===== config.mk =====
export PLATFORM = sky130hd
export DESIGN_NAME = c_escape_sequence_decoder_flat
export DESIGN_NICKNAME = d
export VERILOG_FILES = /design/src/rtl/cesd_pkg.sv /design/src/rtl/cesd_if.sv /design/src/rtl/cesd_decode.sv /design/src/rtl/cesd_outbuf.sv /design/src/rtl/c_escape_sequence_decoder.sv /design/src/flat_wrapper.sv
export SDC_FILE = /design/constraint.sdc
export NUM_CORES = 1
export LEC_CHECK = 0
export ABC_AREA = 1
export BUFFER_PORTS_ARGS = -buffer_cell sky130_fd_sc_hd__buf_2
export CELL_PAD_IN_SITES_DETAIL_PLACEMENT = 1
export CELL_PAD_IN_SITES_GLOBAL_PLACEMENT = 2
export CORE_MARGIN = 2
export CORE_UTILIZATION = 38
export CTS_BUF_LIST = sky130_fd_sc_hd__clkbuf_8
export DETAILED_ROUTE_END_ITERATION = 10
export PLACE_DENSITY = 0.85
export SLEW_MARGIN = 20
export SYNTH_ARGS = -nofsm -noshare
export SYNTH_HDL_FRONTEND = slang
export SYNTH_HIERARCHICAL = 1
export SYNTH_SLANG_ARGS = --single-unit

===== constraint.sdc =====
create_clock -name clk -period 3.27 [get_ports clk]
set_input_delay 0.654 -clock clk [delete_from_list [all_inputs] [get_ports clk]]
set_output_delay 0.654 -clock clk [all_outputs]
set_load 0.1 [all_outputs]

===== src/rtl/cesd_pkg.sv =====
// shared types and constants for the escape sequence decoder
`default_nettype none

package cesd_pkg;

  // most result bytes one input byte can produce
  localparam int MAX_RES   = 4;
  localparam int RES_CNT_W = $clog2(MAX_RES + 1);
  localparam int RES_IDX_W = $clog2(MAX_RES);

  // one decoded byte
  typedef struct packed {
    logic [7:0] data;
    logic       last;
  } cesd_res_t;

  // all results of one input byte, slot 0 first
  typedef struct packed {
    logic [RES_CNT_W-1:0]      cnt;
    cesd_res_t [MAX_RES-1:0]   res;
  } cesd_batch_t;

endpackage

`default_nettype wire


===== src/rtl/cesd_if.sv =====
// stream interfaces for raw and decoded bytes
`default_nettype none

interface cesd_in_if;
  logic       valid;
  logic       ready;
  logic [7:0] in_byte;
  logic       in_last;

  modport source (output valid, output in_byte, output in_last, input ready);
  modport sink (input valid, input in_byte, input in_last, output ready);
endinterface

interface cesd_out_if;
  logic       valid;
  logic       ready;
  logic [7:0] out_byte;
  logic       out_last;

  modport source (output valid, output out_byte, output out_last, input ready);
  modport sink (input valid, input out_byte, input out_last, output ready);
endinterface

`default_nettype wire


===== src/rtl/cesd_decode.sv =====
// escape decoding state and per-byte result logic
`default_nettype none

module cesd_decode import cesd_pkg::*; (
  input  wire logic        clk,
  input  wire logic        rst,
  input  wire logic        step,
  input  wire logic [7:0]  in_byte,
  input  wire logic        in_last,
  output cesd_batch_t      batch
);

  localparam logic [1:0] MODE_PLAIN = 2'd0;
  localparam logic [1:0] MODE_ESC   = 2'd1;
  localparam logic [1:0] MODE_HEX0  = 2'd2;
  localparam logic [1:0] MODE_HEX1  = 2'd3;

  localparam logic [7:0] CH_BSL   = 8'h5C;
  localparam logic [7:0] CH_X     = 8'h78;
  localparam logic [7:0] CH_ZERO  = 8'h30;
  localparam logic [7:0] CH_NINE  = 8'h39;
  localparam logic [7:0] CH_UPR_A = 8'h41;
  localparam logic [7:0] CH_UPR_F = 8'h46;
  localparam logic [7:0] CH_LWR_A = 8'h61;
  localparam logic [7:0] CH_LWR_F = 8'h66;
  localparam logic [7:0] CH_LWR_B = 8'h62;
  localparam logic [7:0] CH_LWR_N = 8'h6E;
  localparam logic [7:0] CH_LWR_R = 8'h72;
  localparam logic [7:0] CH_LWR_T = 8'h74;
  localparam logic [7:0] HEX_TEN  = 8'd10;

  logic [1:0] mode;
  logic [1:0] mode_next;
  logic [7:0] first_hex;
  logic [7:0] first_hex_next;

  function automatic logic is_hex(input logic [7:0] b);
    return b inside {[CH_ZERO:CH_NINE], [CH_UPR_A:CH_UPR_F], [CH_LWR_A:CH_LWR_F]};
  endfunction

  function automatic logic [3:0] hex_val(input logic [7:0] b);
    logic [7:0] v;
    if (b <= CH_NINE) begin
      v = b - CH_ZERO;
    end else if (b <= CH_UPR_F) begin
      v = b - CH_UPR_A + HEX_TEN;
    end else begin
      v = b - CH_LWR_A + HEX_TEN;
    end
    return v[3:0];
  endfunction

  function automatic logic [7:0] esc_map(input logic [7:0] b);
    logic [7:0] r;
    case (b)
      CH_ZERO:  r = 8'h00;
      CH_LWR_A: r = 8'o007;
      CH_LWR_B: r = 8'h08;
      CH_LWR_F: r = 8'o014;
      CH_LWR_N: r = 8'd10;
      CH_LWR_R: r = 8'h0D;
      CH_LWR_T: r = 8'h09;
      default:  r = b;
    endcase
    return r;
  endfunction

  // per-mode result slots and next state
  always_comb begin
    logic plain_hold;
    plain_hold     = (in_byte == CH_BSL) && !in_last;
    batch          = '0;
    mode_next      = mode;
    first_hex_next = first_hex;
    case (mode)
      MODE_PLAIN: begin
        if (plain_hold) begin
          mode_next = MODE_ESC;
        end else begin
          batch.res[0] = '{data: in_byte, last: in_last};
          batch.cnt    = RES_CNT_W'(1);
          mode_next    = MODE_PLAIN;
        end
      end
      MODE_ESC: begin
        if (in_byte == CH_X) begin
          if (in_last) begin
            batch.res[0] = '{data: CH_BSL, last: 1'b0};
            batch.res[1] = '{data: CH_X, last: 1'b1};
            batch.cnt    = RES_CNT_W'(2);
            mode_next    = MODE_PLAIN;
          end else begin
            mode_next = MODE_HEX0;
          end
        end else begin
          batch.res[0] = '{data: esc_map(in_byte), last: in_last};
          batch.cnt    = RES_CNT_W'(1);
          mode_next    = MODE_PLAIN;
        end
      end
      MODE_HEX0: begin
        if (is_hex(in_byte) && !in_last) begin
          first_hex_next = in_byte;
          mode_next      = MODE_HEX1;
        end else begin
          // bad hex escape: backslash, x, then the byte as plain text unless it opens a new escape
          batch.res[0] = '{data: CH_BSL, last: 1'b0};
          batch.res[1] = '{data: CH_X, last: 1'b0};
          if (plain_hold) begin
            batch.cnt = RES_CNT_W'(2);
            mode_next = MODE_ESC;
          end else begin
            batch.res[2] = '{data: in_byte, last: in_last};
            batch.cnt    = RES_CNT_W'(3);
            mode_next    = MODE_PLAIN;
          end
        end
      end
      MODE_HEX1: begin
        if (is_hex(in_byte)) begin
          batch.res[0] = '{data: {hex_val(first_hex), hex_val(in_byte)}, last: in_last};
          batch.cnt    = RES_CNT_W'(1);
          mode_next    = MODE_PLAIN;
        end else begin
          // bad hex escape after one digit
          batch.res[0] = '{data: CH_BSL, last: 1'b0};
          batch.res[1] = '{data: CH_X, last: 1'b0};
          batch.res[2] = '{data: first_hex, last: 1'b0};
          if (plain_hold) begin
            batch.cnt = RES_CNT_W'(3);
            mode_next = MODE_ESC;
          end else begin
            batch.res[3] = '{data: in_byte, last: in_last};
            batch.cnt    = RES_CNT_W'(4);
            mode_next    = MODE_PLAIN;
          end
        end
      end
      default: begin
        mode_next = MODE_PLAIN;
      end
    endcase
  end

  // decoder state advances once per consumed byte
  always_ff @(posedge clk) begin
    if (rst) begin
      mode      <= MODE_PLAIN;
      first_hex <= '0;
    end else if (step) begin
      mode      <= mode_next;
      first_hex <= first_hex_next;
    end
  end

endmodule

`default_nettype wire


===== src/rtl/cesd_outbuf.sv =====
// result register holding one batch, drained one byte per transaction
`default_nettype none

module cesd_outbuf import cesd_pkg::*; (
  input  wire logic        clk,
  input  wire logic        rst,
  input  wire logic        load,
  input  wire cesd_batch_t batch,
  output logic             load_ok,
  cesd_out_if.source       dout
);

  cesd_res_t            ent [MAX_RES];
  logic [RES_CNT_W-1:0] cnt;
  logic [RES_IDX_W-1:0] rd;
  logic                 pop;

  assign pop     = dout.valid && dout.ready;
  // a new batch fits when empty or once the last held byte leaves this cycle
  assign load_ok = (cnt == '0) || ((cnt == RES_CNT_W'(1)) && dout.ready);

  // output side
  assign dout.valid    = (cnt != '0);
  assign dout.out_byte = ent[rd].data;
  assign dout.out_last = ent[rd].last;

  // count and read pointer
  always_ff @(posedge clk) begin
    if (rst) begin
      cnt <= '0;
      rd  <= '0;
    end else if (load) begin
      cnt <= batch.cnt;
      rd  <= '0;
    end else if (pop) begin
      cnt <= cnt - RES_CNT_W'(1);
      rd  <= rd + RES_IDX_W'(1);
    end
  end

  // payload slots
  always_ff @(posedge clk) begin
    if (load) begin
      for (int i = 0; i < MAX_RES; i++) begin
        ent[i] <= batch.res[i];
      end
    end
  end

endmodule

`default_nettype wire


===== src/rtl/c_escape_sequence_decoder.sv =====
// C string escape decoder: raw byte stream in, decoded byte stream out
//
// din carries the escaped string one byte per transaction, in_last on its
// final byte. dout carries the decoded bytes, out_last on the final one.
// An accepted byte is held in the input register, then is decoded and
// loaded into the result register, from which its first result is
// driven on dout. Each raw byte yields zero to four decoded bytes, which
// leave at one per cycle while dout is ready. While dout is ready and
// each byte yields one result, the block takes and delivers a byte every
// cycle; a bad hex escape yields up to four bytes and holds din until
// the extra bytes have left.
// When dout stalls, the result register holds, the input register fills,
// and din.ready falls until dout drains. Synchronous reset empties both
// registers and returns the decoder to plain text.
`default_nettype none

module c_escape_sequence_decoder import cesd_pkg::*; (
  input  wire logic  clk,
  input  wire logic  rst,
  cesd_in_if.sink    din,
  cesd_out_if.source dout
);

  logic        in_full;
  logic [7:0]  in_byte_q;
  logic        in_last_q;
  logic        load_ok;
  logic        step;
  cesd_batch_t batch;

  assign step     = in_full && load_ok;
  assign din.ready = !in_full || load_ok;

  // input register
  always_ff @(posedge clk) begin
    if (rst) begin
      in_full <= 1'b0;
    end else if (din.valid && din.ready) begin
      in_full <= 1'b1;
    end else if (step) begin
      in_full <= 1'b0;
    end
  end

  always_ff @(posedge clk) begin
    if (din.valid && din.ready) begin
      in_byte_q <= din.in_byte;
      in_last_q <= din.in_last;
    end
  end

  cesd_decode u_decode (
    .clk     (clk),
    .rst     (rst),
    .step    (step),
    .in_byte (in_byte_q),
    .in_last (in_last_q),
    .batch   (batch)
  );

  cesd_outbuf u_outbuf (
    .clk     (clk),
    .rst     (rst),
    .load    (step),
    .batch   (batch),
    .load_ok (load_ok),
    .dout    (dout)
  );

endmodule

`default_nettype wire


===== src/flat_wrapper.sv =====
// flat-port wrapper written by rule: the top's interface ports become plain ports
module c_escape_sequence_decoder_flat import cesd_pkg::*;
  (clk, rst, din_valid, din_in_byte, din_in_last, din_ready, dout_valid, dout_out_byte, dout_out_last, dout_ready);
  cesd_in_if din_i ();
  cesd_out_if dout_i ();
  input  wire logic clk;
  input  wire logic rst;
  input wire logic [$bits(din_i.valid)-1:0] din_valid;
  input wire logic [$bits(din_i.in_byte)-1:0] din_in_byte;
  input wire logic [$bits(din_i.in_last)-1:0] din_in_last;
  output wire logic [$bits(din_i.ready)-1:0] din_ready;
  output wire logic [$bits(dout_i.valid)-1:0] dout_valid;
  output wire logic [$bits(dout_i.out_byte)-1:0] dout_out_byte;
  output wire logic [$bits(dout_i.out_last)-1:0] dout_out_last;
  input wire logic [$bits(dout_i.ready)-1:0] dout_ready;
  assign din_i.valid = din_valid;
  assign din_i.in_byte = din_in_byte;
  assign din_i.in_last = din_in_last;
  assign din_ready = din_i.ready;
  assign dout_valid = dout_i.valid;
  assign dout_out_byte = dout_i.out_byte;
  assign dout_out_last = dout_i.out_last;
  assign dout_i.ready = dout_ready;
  c_escape_sequence_decoder u_core (.clk(clk), .rst(rst), .din(din_i), .dout(dout_i));
endmodule

* Word-level counts from Yosys, hierarchy flattened
Memories as Yosys holds them, arrays and structs flattened. A register that Yosys moved wholly into a read port is not among the register bits.
Index checks and enable logic that the tools add are counted.
** Word-level totals
- Memories kept :: 1
- Output and inout bits :: 11
- Memory bits (writable) :: 36
- Input port bits :: 13
- Register bits after elaboration :: 25
** Memories
- u_core.u_outbuf.ent :: depth 4, bits a word 9, read ports 1, clocked after Yosys merged registers in 1, write ports 4, RTL line cesd_outbuf.sv:13 : cesd_res_t ent [MAX_RES];
** Cells by class
- $add $sub $neg :: 12
- Magnitude comparators :: 8
- Multiplexer cells :: 38
- Equal/unequal tests :: 13
- Reductions and logical operators :: 21
** Operators with widths (number)
- 8-bit by 7-bit == test with 1-bit output (second input constant) :: 8
- 8-bit one-hot mux with 7 select lines :: 1
- 27-bit 2-to-1 mux :: 2
- 9-bit 2-to-1 mux :: 5
- 9-bit one-hot mux with 4 select lines :: 1
- 9-bit one-hot mux with 3 select lines :: 1
- 8-bit by 7-bit less-or-equal comparator with 1-bit output (second input constant) :: 3
- 4-bit by 1-bit subtractor with 4-bit output (second input constant) :: 6
- 9-bit one-hot mux with 2 select lines :: 1
- 17-bit 2-to-1 mux :: 1
- 4-bit adder (second input constant) :: 4
- 8-bit by 7-bit >= comparator with 1-bit output (second input constant) :: 2
- 8-bit by 6-bit less-or-equal comparator with 1-bit output (second input constant) :: 2
- 2-bit 2-to-1 mux :: 8
- 4-bit 2-to-1 mux :: 4
- 3-bit 2-to-1 mux :: 5
- 3-bit one-hot mux with 4 select lines :: 1
- 1-bit logical AND :: 9
- 8-bit by 6-bit == test with 1-bit output (second input constant) :: 1
- 8-bit by 6-bit >= comparator with 1-bit output (second input constant) :: 1
- 2-bit one-hot mux with 4 select lines :: 1
- 1-bit 2-to-1 mux :: 7
- 3-bit nonzero test :: 2
- 2-bit == test (second input constant) :: 2
- other kinds (11) :: 14

* Longest topological paths before layout
- Depth after elaboration :: 7
- Depth in mapped cells :: 14

* By module
Netlist, hierarchy kept.
** By module, submodules not included
- cesd_outbuf :: cells each 136, instances 1, sequential area each 1221.2 µm², area each 1710.4 µm²
- cesd_decode :: cells each 248, instances 1, sequential area each 200.2 µm², area each 1367.6 µm²
- c_escape_sequence_decoder :: cells each 17, instances 1, sequential area each 290.3 µm², area each 325.3 µm²

* Worst setup path after synthesis
No wires, ideal clock.
- Path kind :: register to register
- From :: register u_core.u_outbuf.cnt[0]
- To :: register u_core.u_decode.first_hex[0]
- Required time :: 3.138 ns
- Setup time :: 0.132 ns
- Buffers on the path :: 0
- Stages on the path, launching flop included :: 12
- Path slack :: 0.432 ns
- Arrival :: 2.706 ns
- Period minus slack after synthesis :: 2.838 ns
- Cell sequence :: dfxtp_1 > inv_1 > ha_1 > nand2_4 > nand2_1 > nand2_1 > inv_1 > inv_1 > nor2_1 > nand2_2 > nand2_1 > a21oi_1
** On the way
- Longest elaborated chain between the ends :: 5
** RTL lines
- start, declared :: RTL line cesd_outbuf.sv:14 : logic [RES_CNT_W-1:0] cnt;
- start signal, assigned :: RTL line cesd_outbuf.sv:33 : cnt <= batch.cnt;
- start signal, assigned :: RTL line cesd_outbuf.sv:36 : cnt <= cnt - RES_CNT_W'(1);
- 3-bit by 1-bit == test with 1-bit output :: RTL line cesd_outbuf.sv:20 : assign load_ok = (cnt == '0) || ((cnt == RES_CNT_W'(1)) && dout.ready);
- 1-bit logical AND :: RTL line cesd_outbuf.sv:20
- 1-bit logical OR (*) :: RTL line cesd_outbuf.sv:20
- via u_core.load_ok :: RTL line c_escape_sequence_decoder.sv:27 : logic load_ok;
- 1-bit logical AND (*) :: RTL line c_escape_sequence_decoder.sv:31 : assign step = in_full && load_ok;
- via u_core.step :: RTL line c_escape_sequence_decoder.sv:28 : logic step;
- 3-bit AND reduction (no source line) (*)
- end signal, assigned :: RTL line cesd_decode.sv:152 : first_hex <= first_hex_next;
- end, declared :: RTL line cesd_decode.sv:34 : logic [7:0] first_hex;
The timed path passes the listed nets; every way through them passes the cells marked *.
A chain may end at the register's enable or synchronous reset.

==> summary.md <==
| Metric | Value |
|---|---|
| Unrepaired setup endpoints after global routing | false |
| Min cycle time layout | 2.58 ns |
| DRT iter0 DRCs | roughly 210 |
| Setup_tns | 0 ns |
| Core area | 8720 um^2 |
| Yosys warning count | 6 |
| Area of the multi-input gates | 1420 um^2 |
| Cells on worst reg2reg path | 11 |
| Clock power frac | slightly below 30% |
| DR WL/cell | around 16 um |
| Area Growth Syn to Fin | 12.6% |
| Top post-synthesis cells by area | edfxtp_1, dfxtp_1, nand2_1, nor2_1, nand3_1 |
| Initial DRT Pass Iterations | 4 |
| Worst-Skew Late Latency | 0.33 ns |
| Vias in the first global route | between 2000 and 3000 |
| Total GRT Usage | 19.3% |
| Asr flop ratio synth | 0% |
| H-tree depth | 3 |
| Antenna cells | 0 |
| # hold bufs at CTS | 0 |
| Area leader, netlist | edfxtp_1 |
| Pin count of the biggest net entering global routing | 46 |
| Post-synth top cells | nand2_1, nor2_1, edfxtp_1 |
| First-pass GRT wire length | 14700 um |
| Fraction of the cycle the final worst path needs | 78.9% |
| CP Max Fanout | 19 |
| Seq pwr share | 37.8% |
| Clock slew at reported path FFs | 0.07 ns |
| Comb pwr share | 32.4% |
| FMAX | 387 MHz |
| GPL Wtd Cong | 0.924 |
| Slowest stage delay, CP | 0.73 ns |
| P_int | 1.71 mW |
| Sw Share | 39.4% |
| Port Buf Inserts | 23 |
| P per Cell Area | approximately 730 nW/um^2 |
| Crit start category | flop |
| Routed Antenna Nets | 0 |
| EDFF count, synth | 45 |
| Synth top area share | 39.7% |
| Reg area | 1710 um^2 |
| CTS tree | yes |
| Root buf cell | clkbuf_8 |
| Share of layout cells above drive strength 1 | 13.5% |
| Clock buffers created by TritonCTS | 9 |
| Crit path DAT | 1.93 ns |
| Die area | 9730 um^2 |
| Grt ovf | 0 |
| I/O pin cnt | 24 |
| Vias/cell | approximately 5.2 |
| Slew headroom | 57.1% |
| Synth Flop Type | edfxtp_1 |
| Die height | 98.6 um |
| Synthesized flop and latch total | 63 |
| Sink Count | 63 |
| Max-cap violations | 0 |
| Non-filler cells, final | around 540 |
| Post-Syn Area | 3400 um^2 |
| Hold Path Stages | 2 |
| Post-DP HPWL | approximately 6700 um |
| Final slew viol count | 0 |
| Mapped Cells | 401 |
| Setup violators final | 0 |
| P_leak | 1.59 nW |
| CTS max path bufs | 2 |
| Min setup slack post-route | 0.688 ns |
| Final Util | 44.0% |
| Layout fillers | between 1000 and 1500 |
| Placed cells | 523 |
| Die W | 98.6 um |
| Layout net count | 450 |
| Vias | between 2000 and 3000 |
| Tightest Pin Transition | 0.643 ns |
| Setup Crit Path Kind | reg -> out |
| Type of the worst min-delay path | reg -> reg |
| Final hold vios | 0 |
| CP max-delay cell | dfxtp_1 |
| Post-CTS setup buffer count | 0 |
| Initial Util | 39.0% |
| Worst-path cell chain | o21ai_0, o22ai_1, buf_2 |
| VDD IR max | approximately 0.27 mV |
| Netlist cell types | 29 |
| R2R Path Start | u_core/in_byte_q[0]$_DFFE_PP_ |
| Post-route DRC | 0 |
| Post-Place Setup Slack | between 0.8 and 0.9 ns |
| Seq/Total Area, Yosys | 50.3% |
| CP Capture Type | primary output |
| Switch Pwr | 1.11 mW |
| Hold path start | u_core/u_decode/first_hex[7]$_SDFFE_PP0P_ |
| Required time of the critical path | 2.62 ns |
| Std cell rows | 34 |
| Status | finished, final reports clean |
| Syn Area/Cell | 8.49 um^2 |
| WL final | 8770 um |
| Clk_skew | 0.0102 ns |
| Most frequent cell after synthesis | nand2_1 |
| Initial antenna violation count | 0 |
| Cts repair resizes | 0 |
==> flip-flops by register name (all words and copies together), names as in the netlist, named ones only <==
register,cells
u_core/u_outbuf/rd,2
u_core/in_byte_q,8
u_core/u_decode/first_hex,8
u_core/u_outbuf/cnt,3
u_core/in_full,1
u_core/u_decode/mode,2
u_core/in_last_q,1
u_core/u_outbuf/ent,36
==> kinds of logic after synthesis <==
logic type               synth area share, %
XOR/XNOR                                1.29
flip-flops                              50.3
buffers and inverters                   8.46
other                                  0.110
adder cells (fa/ha/maj)                 4.04
AND/OR/NAND/NOR                         24.4
AO/OA/AOI/OAI                           11.4
==> metrics by stage <==
step / total power [mW] / cell area, um^2 / hold WS [ns]
finish: 2.81 / 3830 / 0.481
global route: 2.96 / 3830 / 0.475
global placement: 1.97 / 3580 / 0.466
detailed placement: 2.00 / 3580 / 0.471
floorplan: 1.83 / 3410 / 0.433
CTS: 2.84 / 3830 / 0.474
==> placed cells by master (no fill, tap or decap), drive strengths merged <==
| master | n |
|---|---|
| buf | 25 |
| o21ai | 35 |
| clkbuf | 11 |
| nor3 | 4 |
| dfxtp | 18 |
| bufinv | 3 |
| o22ai | 16 |
| nand4 | 8 |
| nand2 | 71 |
| conb | 4 |
| o21bai | 1 |
| nor2 | 60 |
| ha | 11 |
| nand3b | 3 |
| inv | 49 |
| o31ai | 1 |
| clkinv | 2 |
| xor2 | 5 |
| a31oi | 1 |
| edfxtp | 45 |
| a21oi | 17 |
| nand3 | 41 |
==> per-layer routing <==
metal	up-vias	track usage, %	part of all wire, %
met1	1321	27.2	49
met5	-	0	0
li1	1398	-	-
met3	10	3.33	4.3
met4	0	8.11	1.8
met2	56	29.6	45
==> power by group through the flow <==
stage          sequential (mW)  clock [mW]  combinational (mW)
2_1_floorplan             1.04           0               0.793
3_3_place_gp              1.08           0               0.898
3_5_place_dp              1.08           0               0.915
4_1_cts                   1.06       0.861               0.917
5_1_grt                   1.08       0.896               0.986
6_report                  1.06       0.838               0.912
==> path summary, 6_finish.rpt <==
kind         slack [ns]                                         to
min reg2reg        0.48  u_core/u_decode/first_hex[7]$_SDFFE_PP0P_
max reg2reg        0.75        u_core/u_outbuf/cnt[0]$_SDFFE_PP0P_
max                0.69                           dout_out_byte[1]
min                0.48  u_core/u_decode/first_hex[7]$_SDFFE_PP0P_
==> area by class of cell <==
| type | count | area share [%] |
|---|---|---|
| sequential | 63 | 44.6 |
| inverter | 49 | 4.86 |
| clock buffer | 11 | 3.95 |
| clock inverter | 5 | 2.71 |
| tap | 108 | 3.52 |
| multi-input combinational | 278 | 36.9 |
| timing repair buffer | 25 | 3.39 |
==> worst max-delay path: cells and delay by family, from the launching register on <==
family | cells | cell delay (ns)
AOI/OAI and AO/OA | 2 | 0.41
DFF | 1 | 0.73
buffers and inverters | 1 | 0.45
(Power assumes the default switching activity.)
